`src/design/huffman_tree_string_decoder_top_assert.svh`:
```
// ----------------------------------------------------------------------------
// Huffman tree string decoder assertion macros
// Concurrent checks on clk, disabled while rst_n is low.
// ----------------------------------------------------------------------------
`ifndef HUFFMAN_TREE_STRING_DECODER_TOP_ASSERT_SVH
`define HUFFMAN_TREE_STRING_DECODER_TOP_ASSERT_SVH

`ifndef SYNTHESIS

`define HTSD_ASSERT(lbl, expr, msg) \
    lbl: assert property (@(posedge clk) disable iff (!rst_n) (expr)) else $error(msg);

`define HTSD_ASSERT_IMPL(lbl, ante, cons, msg) \
    lbl: assert property (@(posedge clk) disable iff (!rst_n) (ante) |-> (cons)) \
        else $error(msg);

`define HTSD_ASSERT_NEXT(lbl, ante, cons, msg) \
    lbl: assert property (@(posedge clk) disable iff (!rst_n) (ante) |=> (cons)) \
        else $error(msg);

`else

`define HTSD_ASSERT(lbl, expr, msg)

`define HTSD_ASSERT_IMPL(lbl, ante, cons, msg)

`define HTSD_ASSERT_NEXT(lbl, ante, cons, msg)

`endif

`endif

```
`src/design/htsd_pkg.sv`:
```
// ----------------------------------------------------------------------------
// htsd_pkg
// Shared types and constants of the Huffman tree string decoder.
// ----------------------------------------------------------------------------
`timescale 1ns / 1ps

package htsd_pkg;

    localparam int TREE_NODES_DEF = 256;
    localparam int BITS_PER_BYTE  = 8;
    localparam int IDX_W          = 9;
    localparam int WORD_W         = 16;
    localparam int CHAR_W         = 8;
    localparam int S_TDATA_W      = 40;
    localparam int M_TDATA_W      = 8;
    localparam int M_TUSER_W      = 2;

    localparam logic [WORD_W-1:0] ROOT_NODE = 16'h0100;
    localparam logic [WORD_W-1:0] LEAF_MAX  = 16'h00FF;

    typedef enum logic
    {
        ACT_WRITE = 1'b0,
        ACT_FEED  = 1'b1
    } action_t;

    typedef enum logic [1:0]
    {
        ST_IDLE,
        ST_WALK,
        ST_FLUSH
    } walk_state_t;

    typedef struct packed
    {
        logic [CHAR_W-1:0] character;
        logic              eos;
        logic              bad;
    } result_t;

    typedef struct packed
    {
        logic    push;
        logic    flush;
        result_t res;
    } res_ctl_t;

    typedef struct packed
    {
        logic pend_valid;
        logic space;
    } res_sts_t;

endpackage

```
`src/design/htsd_result_stage.sv`:
```
// ----------------------------------------------------------------------------
// htsd_result_stage
// Pending result slot and output register; marks the final result of a byte.
// ----------------------------------------------------------------------------
`timescale 1ns / 1ps

module htsd_result_stage
    import htsd_pkg::*;
(
    input  logic                 clk,
    input  logic                 rst_n,
    input  res_ctl_t             ctl,
    output res_sts_t             sts,
    output logic                 m_tvalid,
    input  logic                 m_tready,
    output logic [M_TDATA_W-1:0] m_tdata,
    output logic [M_TUSER_W-1:0] m_tuser,
    output logic                 m_tlast
);

    result_t pend_reg;
    logic    pend_valid_reg;
    result_t out_reg;
    logic    out_valid_reg;
    logic    out_last_reg;
    logic    space;
    logic    move;

    assign space = !out_valid_reg || m_tready;
    assign move  = pend_valid_reg && space && (ctl.push || ctl.flush);

    assign sts.pend_valid = pend_valid_reg;
    assign sts.space      = space;

    always_ff @(posedge clk or negedge rst_n)
    begin
        if (!rst_n)
        begin
            pend_valid_reg <= 1'b0;
            out_valid_reg  <= 1'b0;
        end
        else
        begin
            if (ctl.push)
            begin
                pend_valid_reg <= 1'b1;
            end
            else if (move)
            begin
                pend_valid_reg <= 1'b0;
            end
            if (move)
            begin
                out_valid_reg <= 1'b1;
            end
            else if (m_tready)
            begin
                out_valid_reg <= 1'b0;
            end
        end
    end

    always_ff @(posedge clk)
    begin
        if (ctl.push)
        begin
            pend_reg <= ctl.res;
        end
        if (move)
        begin
            out_reg      <= pend_reg;
            out_last_reg <= ctl.flush;
        end
    end

    assign m_tvalid = out_valid_reg;
    assign m_tdata  = out_reg.character;
    assign m_tuser  = {out_reg.bad, out_reg.eos};
    assign m_tlast  = out_last_reg;

endmodule

```
`config.mk`:
```
export PLATFORM = sky130hd
export DESIGN_NAME = htsd_result_stage
export DESIGN_NICKNAME = d
export VERILOG_FILES = /design/src/design/huffman_tree_string_decoder_top_assert.svh /design/src/design/htsd_pkg.sv /design/src/design/htsd_result_stage.sv
export SDC_FILE = /design/constraint.sdc
export NUM_CORES = 1
export LEC_CHECK = 0
export ABC_AREA = 1
export BUFFER_PORTS_ARGS = -buffer_cell sky130_fd_sc_hd__buf_4
export CORE_MARGIN = 1
export CORE_UTILIZATION = 48
export DETAILED_ROUTE_END_ITERATION = 10
export GPL_TIMING_DRIVEN = 1
export PLACE_DENSITY_LB_ADDON = 0.3
export SKIP_CTS_REPAIR_TIMING = 1
export SYNTH_ARGS = -nofsm -noshare
export SYNTH_HDL_FRONTEND = slang
export SYNTH_SLANG_ARGS = --single-unit
```
`constraint.sdc`:
```
create_clock -name clk -period 2.1 [get_ports clk]
set_input_delay 0.21 -clock clk [delete_from_list [all_inputs] [get_ports clk]]
set_output_delay 0.21 -clock clk [all_outputs]
set_load 0.005 [all_outputs]
```
==> impl_metrics.yaml <==
die:
  start_util: 0.545
  rows: 13
  die_area_sq_um: 1730
  floorplan.die.height_um: 41.6
  io-pin-count: 29
  core_area_sq_um: 1380
  die_width_um: 41.6
logic_synthesis:
  ys_seq_area_frac: 0.904
  synth_warnings: 0
  yosys.area.top_type: "edfxtp_1"
  synth_top_area_frac: 0.837
  netlist_area_sq_um: 753
  synth_area_leaders: "edfxtp_1 84%, dfrtp_1 6.6%, buf_4 2.0%"
  synth_cell_type_count: 10
  syn_inst: 36
  avgSynthCellArea_sq_um: 20.9
  synth_nets: 51
  ys_ff_latch: 23
worst_setup_path:
  slowest_stage: "dfrtp_1"
  endpoint_kind: "output port"
  worstPathCellList: "inv_2 -> nor2_4 -> inv_2 -> buf_4"
  arrival_ns: 1.01
  cp-start-kind: "flop"
  crit_top_cell: "inv_2"
  rrSetupSlack_ns: 1.00
  worst-path-buf-inv: 3
  cp.required_ns: 1.89
  crit_family: "flip-flops"
  cpPeakStageDelay_ns: 0.38
  critPathKind: "flop to output port"
  critPathMaxFanout: 3
run_status:
  outcome: "completed"
clock_network:
  clkTransAtPathRegs_ns: 0.11
  root_buffer: "clkbuf_4"
  clock-sinks: 23
  numCtsBuffers: 3
  htree_levels: 1
  cts_tree: "built"
  worstSkewPairLatency_ns: 0.31
  ctsLongestPathBuffers: 2
finish:
  drive_gt1_frac: 0.529
  final_cell_mix: "29 x buf_4, 21 x edfxtp_1, 3 x clkbuf_4"
  final_nets: 84
  final_common_cell: "buf_4"
  largest_register_ffs: 10
  antenna_cells: 0
  area_growth_pct: 34.2
  fillCellCount: 93
  final_util: 0.731
sta:
  maxSlewHeadroom: 0.892
  worst_slack_ns: 0.882
  period_share: 0.580
  worstMarginPinSlew_ns: 0.162
  tns_ns: 0
  min_period_ns: 1.22
  rsz0062_at_grt: "false"
  timing.fmax_mhz: 821
  slew_viol_final: 0
  setup_viol: 0
  finClkSkew_ns: 0.00527
  hold_violations: 0
hold_path:
  hp-class: "input port to flop"
grt:
  overflow: 0
  grt_start_max_net_pins: 14
  grt_pass1_vias: 338
  grt_usage: 0.125
  antenna_found_initial: 0
  grt_pass1_wl_mm: 1.47
drt:
  wirelength_um: 983
  via_per_inst: 4.72
  vias: 392
  dr.pass1.iters: 4
  wl_per_cell_um: 11.8
  drc: 0
  ant_nets: 0
  drt_iter0_drc: 3
place:
  hpwl_um: 699
  portBuffers: 28
  dp_slack_ns: 1.01
  gp_congestion: 0.692
job:
  drv_cap: 0
pwr:
  leakagePower_nw: 0.421
  ir_worst_vdd_mv: 0.439
  power.density_nw_per_um2: 832
## path summary, 6_finish.rpt
check,startpoint,end,depth (start not counted)
setup / recovery,m_tvalid,sts[0],4
hold / removal,ctl[5],pend_reg[5],1
hold reg to reg,pend_reg[8],m_tdata[6],0
setup reg to reg,m_tvalid,m_tdata[1],4
min in group asynchronous,rst_n,m_tvalid,2
max in group asynchronous,rst_n,pend_valid_reg,2
## per-layer routing
metal  global-route usage  wire (um)
met1                0.129        416
met2                0.200        461
met3               0.0522         74
met4               0.0968         30
met5                    0          0
## area by class of cell
cell class / count / area, sq um / share of cell area
Sequential cell: 23 / 681 / 0.673
Inverter: 4 / 15.0 / 0.0149
Multi-Input combinational cell: 7 / 42.5 / 0.0421
Tap cell: 15 / 18.8 / 0.0186
Timing Repair Buffer: 30 / 228 / 0.225
Clock buffer: 4 / 26.3 / 0.0260
## where the power goes
group / switching, mW / internal [mW]
Combinational: 0.0363 / 0.0528
Clock: 0.122 / 0.0742
Sequential: 0.0104 / 0.545
Total: 0.169 / 0.672
## cells by family (layout without fill, tap and decap cells)
group	count (synthesis)	in the layout	synth area share
buffers and inverters	6	38	0.0399
AO/OA/AOI/OAI	2	2	0.0216
flip-flops	23	23	0.904
AND/OR/NAND/NOR	5	5	0.0349
## stage by stage
stage	cells	power [mW]	cell area (sq um)	hold WS (ns)
3_3_place_gp	78	0.652	975	-0.00559
4_1_cts	82	0.849	1000	-0.351
3_5_place_dp	78	0.655	975	-0.00308
5_1_grt	83	0.874	1010	0.0469
2_1_floorplan	36	0.593	753	-0.0856
6_report	83	0.841	1010	0.0670
## synthesized netlist by cell type
cell type / instances
nor2_1: 2
edfxtp_1: 21
inv_2: 2
buf_4: 2
dfrtp_1: 2
nand2_1: 2
inv_1: 2
nor2_4: 1
o21ai_1: 1
o21bai_2: 1
(Power assumes the default switching activity.)
