[src/design/huffman_tree_string_decoder_top_assert.svh]
// ----------------------------------------------------------------------------
// Huffman tree string decoder assertion macros
// Concurrent checks on clk, disabled while rst_n is low.
// ----------------------------------------------------------------------------
`ifndef HUFFMAN_TREE_STRING_DECODER_TOP_ASSERT_SVH
`define HUFFMAN_TREE_STRING_DECODER_TOP_ASSERT_SVH

`ifndef SYNTHESIS

`define HTSD_ASSERT(lbl, expr, msg) \
    lbl: assert property (@(posedge clk) disable iff (!rst_n) (expr)) else $error(msg);

`define HTSD_ASSERT_IMPL(lbl, ante, cons, msg) \
    lbl: assert property (@(posedge clk) disable iff (!rst_n) (ante) |-> (cons)) \
        else $error(msg);

`define HTSD_ASSERT_NEXT(lbl, ante, cons, msg) \
    lbl: assert property (@(posedge clk) disable iff (!rst_n) (ante) |=> (cons)) \
        else $error(msg);

`else

`define HTSD_ASSERT(lbl, expr, msg)

`define HTSD_ASSERT_IMPL(lbl, ante, cons, msg)

`define HTSD_ASSERT_NEXT(lbl, ante, cons, msg)

`endif

`endif

[src/design/htsd_pkg.sv]
// ----------------------------------------------------------------------------
// htsd_pkg
// Shared types and constants of the Huffman tree string decoder.
// ----------------------------------------------------------------------------
`timescale 1ns / 1ps

package htsd_pkg;

    localparam int TREE_NODES_DEF = 256;
    localparam int BITS_PER_BYTE  = 8;
    localparam int IDX_W          = 9;
    localparam int WORD_W         = 16;
    localparam int CHAR_W         = 8;
    localparam int S_TDATA_W      = 40;
    localparam int M_TDATA_W      = 8;
    localparam int M_TUSER_W      = 2;

    localparam logic [WORD_W-1:0] ROOT_NODE = 16'h0100;
    localparam logic [WORD_W-1:0] LEAF_MAX  = 16'h00FF;

    typedef enum logic
    {
        ACT_WRITE = 1'b0,
        ACT_FEED  = 1'b1
    } action_t;

    typedef enum logic [1:0]
    {
        ST_IDLE,
        ST_WALK,
        ST_FLUSH
    } walk_state_t;

    typedef struct packed
    {
        logic [CHAR_W-1:0] character;
        logic              eos;
        logic              bad;
    } result_t;

    typedef struct packed
    {
        logic    push;
        logic    flush;
        result_t res;
    } res_ctl_t;

    typedef struct packed
    {
        logic pend_valid;
        logic space;
    } res_sts_t;

endpackage

[src/design/htsd_walker.sv]
// ----------------------------------------------------------------------------
// htsd_walker
// Bit sequencer: one tree lookup and child compare per stream bit.
// ----------------------------------------------------------------------------
`timescale 1ns / 1ps

module htsd_walker
    import htsd_pkg::*;
#(
    parameter int TREE_NODES = TREE_NODES_DEF,
    parameter int NODE_W     = $clog2(TREE_NODES),
    parameter int ADDR_W     = NODE_W + 1
)
(
    input  logic              clk,
    input  logic              rst_n,
    input  logic              s_tvalid,
    output logic              s_tready,
    input  logic              action,
    input  logic [IDX_W-1:0]  entry_index,
    input  logic [WORD_W-1:0] entry_value,
    input  logic [7:0]        stream_byte,
    output logic              ram_we,
    output logic [ADDR_W-1:0] ram_waddr,
    output logic [WORD_W-1:0] ram_wdata,
    output logic              ram_re,
    output logic [ADDR_W-1:0] ram_raddr,
    input  logic [WORD_W-1:0] ram_rdata,
    output res_ctl_t          ctl,
    input  res_sts_t          sts
);

    localparam logic [IDX_W:0]  IDX_LIMIT = (IDX_W + 1)'(2 * TREE_NODES);
    localparam logic [WORD_W-1:0] NODE_LIMIT = WORD_W'(TREE_NODES);
    localparam logic [2:0]      CNT_LAST  = 3'(BITS_PER_BYTE - 1);

    walk_state_t       state_reg, state_next;
    logic [NODE_W-1:0] node_reg, node_next;
    logic [7:0]        shift_reg, shift_next;
    logic [2:0]        cnt_reg, cnt_next;

    logic              accept;
    logic              is_leaf;
    logic              is_bad;
    logic              is_eos;
    logic              has_result;
    logic              stall;
    logic              byte_done;
    logic [WORD_W-1:0] offset;
    logic [NODE_W-1:0] child_node;

    assign accept     = s_tvalid && s_tready;
    assign offset     = ram_rdata - ROOT_NODE;
    assign is_leaf    = ram_rdata <= LEAF_MAX;
    assign is_bad     = !is_leaf && (offset >= NODE_LIMIT);
    assign is_eos     = is_leaf && (ram_rdata[CHAR_W-1:0] == '0);
    assign has_result = is_leaf || is_bad;
    assign child_node = has_result ? '0 : offset[NODE_W-1:0];
    assign stall      = has_result && sts.pend_valid && !sts.space;
    assign byte_done  = is_eos || (cnt_reg == CNT_LAST);

    always_comb
    begin
        state_next = state_reg;
        unique case (state_reg)
            ST_IDLE:
            begin
                if (accept && (action == ACT_FEED))
                begin
                    state_next = ST_WALK;
                end
            end
            ST_WALK:
            begin
                if (!stall && byte_done)
                begin
                    state_next = ST_FLUSH;
                end
            end
            ST_FLUSH:
            begin
                if (!sts.pend_valid || sts.space)
                begin
                    state_next = ST_IDLE;
                end
            end
            default:
            begin
                state_next = ST_IDLE;
            end
        endcase
    end

    always_comb
    begin
        s_tready      = 1'b0;
        ram_we        = 1'b0;
        ram_waddr     = entry_index[ADDR_W-1:0];
        ram_wdata     = entry_value;
        ram_re        = 1'b0;
        ram_raddr     = {node_reg, stream_byte[0]};
        ctl.push      = 1'b0;
        ctl.flush     = 1'b0;
        ctl.res.character = is_bad ? '0 : ram_rdata[CHAR_W-1:0];
        ctl.res.eos   = is_eos;
        ctl.res.bad   = is_bad;
        node_next     = node_reg;
        shift_next    = shift_reg;
        cnt_next      = cnt_reg;
        unique case (state_reg)
            ST_IDLE:
            begin
                s_tready = 1'b1;
                if (s_tvalid && (action == ACT_WRITE))
                begin
                    ram_we = {1'b0, entry_index} < IDX_LIMIT;
                end
                if (s_tvalid && (action == ACT_FEED))
                begin
                    ram_re     = 1'b1;
                    shift_next = stream_byte;
                    cnt_next   = '0;
                end
            end
            ST_WALK:
            begin
                if (!stall)
                begin
                    ctl.push   = has_result;
                    node_next  = child_node;
                    ram_raddr  = {child_node, shift_reg[1]};
                    ram_re     = !byte_done;
                    shift_next = shift_reg >> 1;
                    cnt_next   = cnt_reg + 3'd1;
                end
            end
            ST_FLUSH:
            begin
                ctl.flush = 1'b1;
            end
            default:
            begin
            end
        endcase
    end

    always_ff @(posedge clk or negedge rst_n)
    begin
        if (!rst_n)
        begin
            state_reg <= ST_IDLE;
            node_reg  <= '0;
            shift_reg <= '0;
            cnt_reg   <= '0;
        end
        else
        begin
            state_reg <= state_next;
            node_reg  <= node_next;
            shift_reg <= shift_next;
            cnt_reg   <= cnt_next;
        end
    end

endmodule

[config.mk]
export PLATFORM = sky130hd
export DESIGN_NAME = htsd_walker
export DESIGN_NICKNAME = d
export VERILOG_FILES = /design/src/design/huffman_tree_string_decoder_top_assert.svh /design/src/design/htsd_pkg.sv /design/src/design/htsd_walker.sv
export SDC_FILE = /design/constraint.sdc
export NUM_CORES = 1
export LEC_CHECK = 0
export ABC_CLOCK_PERIOD_IN_PS = 2800
export BUFFER_PORTS_ARGS = -buffer_cell sky130_fd_sc_hd__buf_2
export CORE_UTILIZATION = 40
export DETAILED_ROUTE_END_ITERATION = 10
export PLACE_DENSITY = 0.81
export REMOVE_ABC_BUFFERS = 1
export SLEW_MARGIN = 10
export SYNTH_ARGS = -nofsm -noshare
export SYNTH_HDL_FRONTEND = slang
export SYNTH_SLANG_ARGS = --single-unit
[constraint.sdc]
create_clock -name clk -period 2.8 [get_ports clk]
set_input_delay 0.14 -clock clk [delete_from_list [all_inputs] [get_ports clk]]
set_output_delay 0.14 -clock clk [all_outputs]
set_load 0.1 [all_outputs]
==> results.sh, run 1 <==
export IMPL_hold_viol_final=0
export IMPL_grt_pass1_vias=1106
export IMPL_whs_ns=0.102
export IMPL_syn_area_per_cell_um2=9.54
export IMPL_yosys_register_bits=20
export IMPL_die_width_um=60.4
export IMPL_synth_edff_count=0
export IMPL_skew_ns=0.00312
export IMPL_place_congestion=0.730
export IMPL_ys_seq_area_share_pct=36.7
export IMPL_slowest_delay_ns=0.42
export IMPL_cts_setup_buffers=0
export IMPL_fin_crit_sh_pct=80.2
export IMPL_portBuffers=53
export IMPL_most_common_layout_cells="53 x buf_2, 22 x nand2_1, 20 x dfrtp_1, 16 x a22o_1, 8 x and3_1"
export IMPL_finalPower_mw=1.28
export IMPL_drc=0
export IMPL_dr_pass1_iters=4
export IMPL_hold_class="in -> reg"
export IMPL_fmax_mhz=445
export IMPL_crit_type="reg -> out"
export IMPL_ir_drop_mv=0.419
export IMPL_hold_buffers=1
export IMPL_hpwlAfterDp_um=2660
export IMPL_rsz0062_at_grt="no"
export IMPL_tightestPinTransition_ns=0.546
export IMPL_start_util_pct=43.3
export IMPL_drv_cap=0
export IMPL_crit_required_ns=2.66
export IMPL_insertion_delay_ns=0.29
export IMPL_syn2layout_area_growth_pct=14.4
export IMPL_drt_initial_drc_count=15
export IMPL_antenna_found_initial=0
export IMPL_status="completed"
export IMPL_overflow=0
export IMPL_setup_viol=0
export IMPL_cp_slowest_cell="dfrtp_1"
export IMPL_floorplan_die_area_mm2=0.00365
export IMPL_wl_met3_um=382
export IMPL_drv_slew=0
export IMPL_synth_warnings=0
export IMPL_place_inst=213
export IMPL_ios=104
export IMPL_fillCellCount=312
export IMPL_drt_wl_total_um=3370
export IMPL_layout_drive_gt1_share_pct=43.1
export IMPL_syn_inst=143
export IMPL_grt_max_degree=21
export IMPL_cts_tree="yes"
export IMPL_min_period_ns=2.24
export IMPL_synth_ff_type="dfrtp_1"
export IMPL_crit_fanout=16
export IMPL_num_vias=1144
export IMPL_cts_root_buffer="clkbuf_4"
export IMPL_die_height_um=60.4
export IMPL_post_drt_wl_per_cell_um=15.4
export IMPL_worstPathCellList="nand2b_1 -> nor3_2 -> buf_4 -> a22o_1 -> buf_2"
export IMPL_clockBufferDepth=2
export IMPL_routed_via_density=5.25
export IMPL_cts_buffers=3
export IMPL_layout_commonest_cell="buf_2"
export IMPL_highest_layer="met5"
export IMPL_grt_total_usage_pct=20.3
export IMPL_slew_headroom_pct=63.6
export IMPL_cts_sinks=20
export IMPL_synth_cell_type_count=34
export IMPL_critPathLaunchType="register"
export IMPL_finalNonFillerCells=218
export IMPL_routed_wl_met2_um=1360
export IMPL_path_clk_slew_ns=0.11
export IMPL_p_leak_nw=0.853
export IMPL_rows=20
export IMPL_coreArea_mm2=0.00315
export IMPL_endpoint_kind="output port"
export IMPL_powerDensity_mw_per_mm2=818
export IMPL_syn_area_mm2=0.00136
export IMPL_antenna_cells=0
export IMPL_fin_nets=232
export IMPL_met1_length_um=1580
export IMPL_grt_first_pass_wirelength_um=5330
export IMPL_cp_arrival_ns=2.10
export IMPL_async_flop_share_pct=100
export IMPL_ctsResizeCount=0
export IMPL_htreeDepth=1
export IMPL_largest_register_ffs=8
export IMPL_ant_nets=0
cells in the mapped netlist, types with 2 or more instances:
library cell,number,share of area [%]
buf_4,27,15
nor4_2,2,1.8
nor2_1,3,0.83
nand2_1,22,6.1
o31ai_1,2,1.1
dfrtp_1,20,37
o211ai_1,3,1.7
inv_1,2,0.55
clkbuf_1,3,0.83
nand3_1,3,1.1
and3_1,8,3.7
nor2b_1,3,1.4
and2_1,2,0.92
buf_2,2,0.73
mux2_2,6,5.0
a22o_1,16,10
ha_1,2,1.8
worst paths after layout:
path | slack [ns] | cells past startpoint | end | from
setup / recovery | 0.56 | 5 | ram_raddr[5] | state_reg[1]
hold / removal | 0.10 | 2 | node_reg[7] | ram_rdata[7]
setup reg to reg | 1.16 | 3 | shift_reg[1] | state_reg[1]
hold reg to reg | 0.51 | 1 | cnt_reg[0] | cnt_reg[0]
max in group asynchronous | 2.21 | 2 | state_reg[0] | rst_n
min in group asynchronous | 0.30 | 2 | node_reg[0] | rst_n
cell families after synthesis:
kind of cell               Yosys count  share of synthesized area, %
buffers and inverters               34                          17.0
DFF                                 20                          36.7
AOI/OAI and AO/OA                   29                          17.9
adders and majority gates            2                          1.83
and+or+nand+nor                     50                          20.1
muxes                                8                          6.51
critical path, delay by kind of cell (launching register included):
family | cells | cell delay (ns)
buffers and inverters | 2 | 0.65
and+or+nand+nor | 2 | 0.59
DFF | 1 | 0.42
AOI/OAI and AO/OA | 1 | 0.15
layer usage:
metal,track usage (%),vias to the layer above
met5,10.0,-
met4,3.99,2
li1,-,547
met3,11.7,4
met2,28.4,69
met1,26.5,522
area by class of cell:
type,instances,area [µm²],share of cell area (%)
Clock buffer,3,22.5,1.44
Clock inverter,1,30.0,1.92
Inverter,2,7.51,0.481
Multi-Input combinational cell,89,632,40.5
Sequential cell,20,500,32.1
Tap cell,44,55.1,3.53
Timing Repair Buffer,59,313,20.0
metrics by stage:
step	setup TNS (ns)	utilization, %	area [µm²]	setup slack, ns
final	0	49.5	1560	0.555
after global routing	0	49.5	1560	0.411
after CTS	0	49.5	1560	0.540
after detailed placement	0	47.5	1500	0.657
after global placement	0	47.5	1500	0.727
after floorplan	-2.65	-	1140	-1.31
power by group:
group | total, mW | internal [mW] | leakage [nW] | switching [mW]
sequential | 0.403 | 0.361 | 0.262 | 0.0419
clock | 0.228 | 0.144 | 0.0279 | 0.0838
combinational | 0.645 | 0.196 | 0.562 | 0.449
Note: power is estimated with default switching activity, not from simulation.
==> run 2: changes to the inputs <==
Settings changed: ABC_CLOCK_PERIOD_IN_PS 2800 to 2000, CORE_UTILIZATION 40 to 36, PLACE_DENSITY 0.81 to 0.77.
Clock period 2.8 ns to 2 ns, I/O delays scaled along.
==> results.sh, run 2 (synthesized netlist as in run 1, its figures left out) <==
export IMPL_overflow=0
export IMPL_drt_initial_drc_count=60
export IMPL_reg2regPathDepth=4
export IMPL_cp_depth=7
export IMPL_crit_fanout=17
export IMPL_fin_nets=237
export IMPL_rows=21
export IMPL_antenna_found_initial=0
export IMPL_holdPathStages=2
export IMPL_finalInstanceArea_mm2=0.00180
export IMPL_highest_layer="met3"
export IMPL_clockBufferDepth=2
export IMPL_whs_ns=0.0983
export IMPL_pwr_share_clk_pct=19.7
export IMPL_post_drt_wl_per_cell_um=16.0
export IMPL_grt_max_degree=21
export IMPL_largest_register_ffs=8
export IMPL_syn2layout_area_growth_pct=31.9
export IMPL_placed_area_mm2=0.00172
export IMPL_crit_buf_inv=3
export IMPL_routed_via_density=5.29
export IMPL_setup_viol=0
export IMPL_crit_type="in -> out"
export IMPL_layout_drive_gt1_share_pct=44.7
export IMPL_wl_met3_um=491
export IMPL_crit_required_ns=1.90
export IMPL_htreeDepth=1
export IMPL_status="completed"
export IMPL_start_util_pct=39.3
export IMPL_cts_sinks=20
export IMPL_rsz0062_at_grt="no"
export IMPL_critPathLaunchType="input port"
export IMPL_die_height_um=63.6
export IMPL_power_switching_uw=851
export IMPL_floorplan_die_area_mm2=0.00404
export IMPL_switching_share_pct=42.1
export IMPL_portBuffers=53
export IMPL_r2r_slack_ns=0.43
export IMPL_coreArea_mm2=0.00347
export IMPL_final_util_pct=51.9
export IMPL_dpl_worst_slack_ns=0.146
export IMPL_grt_pass1_vias=1169
export IMPL_place_congestion=0.768
export IMPL_drv_slew=0
export IMPL_grt_first_pass_wirelength_um=5680
export IMPL_path_clk_slew_ns=0.07
export IMPL_met1_length_um=1590
export IMPL_ir_drop_mv=0.342
export IMPL_insertion_delay_ns=0.25
export IMPL_fin_crit_sh_pct=92.4
export IMPL_hold_viol_final=0
export IMPL_drv_cap=0
export IMPL_dr_pass1_iters=4
export IMPL_hpwlAfterDp_um=2800
export IMPL_crit_family="simple AND/OR/NAND/NOR gates"
export IMPL_layout_commonest_cell="buf_2"
export IMPL_cts_buffers=3
export IMPL_fillCellCount=327
export IMPL_tightestPinTransition_ns=0.490
export IMPL_antenna_cells=0
export IMPL_fmax_mhz=541
export IMPL_p_leak_nw=0.925
export IMPL_combPwrFrac_pct=52.5
export IMPL_ant_nets=0
export IMPL_routed_wl_met2_um=1510
export IMPL_slew_headroom_pct=67.6
export IMPL_cts_tree="yes"
export IMPL_ios=104
export IMPL_powerDensity_mw_per_mm2=1120
export IMPL_drt_wl_total_um=3590
export IMPL_grt_total_usage_pct=18.3
export IMPL_most_common_layout_cells="41 x buf_2, 22 x nand2_1, 20 x dfrtp_1, 16 x a22o_1, 12 x buf_12"
export IMPL_cp_arrival_ns=1.75
export IMPL_slowest_delay_ns=0.55
export IMPL_num_vias=1190
export IMPL_cts_root_buffer="clkbuf_8"
export IMPL_hold_class="in -> reg"
export IMPL_internal_power_mw=1.17
export IMPL_drc=0
export IMPL_p_seq_share_pct=27.8
export IMPL_skew_ns=0.000598
export IMPL_min_period_ns=1.85
export IMPL_die_width_um=63.6
export IMPL_cp_slowest_cell="or4_4"
export IMPL_worst_slack_ns=0.152
export IMPL_endpoint_kind="output port"
export IMPL_ctsResizeCount=0
export IMPL_worstPathCellList="buf_2 -> or4_4 -> o21ai_2 -> nand2_1 -> buf_4 -> a22o_1 -> buf_12"
## run 2: final timing paths
path,start,end
max in group asynchronous,rst_n,shift_reg[1]
worst max-delay path,ram_rdata[13],ram_raddr[4]
min in group asynchronous,rst_n,shift_reg[6]
worst min-delay path,ram_rdata[1],node_reg[1]
worst min register to register,cnt_reg[0],cnt_reg[0]
worst max register to register,state_reg[0],shift_reg[5]
## run 2: worst register-to-register path: stages, from the launching register on
cell and delay (ns):
dfrtp_1 0.40, nor2_1 0.17, nand3_1 0.28, o21ai_4 0.22, mux2_2 0.38
## run 2: power groups by stage
stage	sequential [mW]	clock (mW)	combinational (mW)
3_5_place_dp	0.569	0	1.06
6_report	0.562	0.399	1.06
5_1_grt	0.571	0.426	1.14
2_1_floorplan	0.555	0	0.711
3_3_place_gp	0.565	0	1.05
4_1_cts	0.560	0.416	1.07
## run 2: layout make-up
class | count | area [µm²] | share of cell area, %
Multi-Input combinational cell | 89 | 632 | 35.1
Timing Repair Buffer | 64 | 531 | 29.5
Sequential cell | 20 | 500 | 27.8
Tap cell | 46 | 57.6 | 3.20
Clock buffer | 3 | 41.3 | 2.29
Clock inverter | 1 | 30.0 | 1.67
Inverter | 2 | 7.51 | 0.417
## run 2: routing by layer
| metal | GRT usage [%] | vias up |
|---|---|---|
| met5 | 6.94 | - |
| met4 | 3.41 | 0 |
| met3 | 10.5 | 0 |
| met2 | 25.1 | 78 |
| met1 | 24.2 | 555 |
| li1 | - | 557 |
## run 2: through the flow
stage	instances	TNS [ns]	power (mW)
2_1_floorplan	111	-16.17	1.27
3_3_place_gp	220	0	1.61
3_5_place_dp	220	0	1.63
4_1_cts	225	0	2.04
5_1_grt	225	0	2.14
6_report	225	0	2.02
## run 2: repair_timing
item / CTS / global route
hold buffers: 1 / 0
setup buffers: 0 / 0
endpoints found under the hold margin: 20 / 0
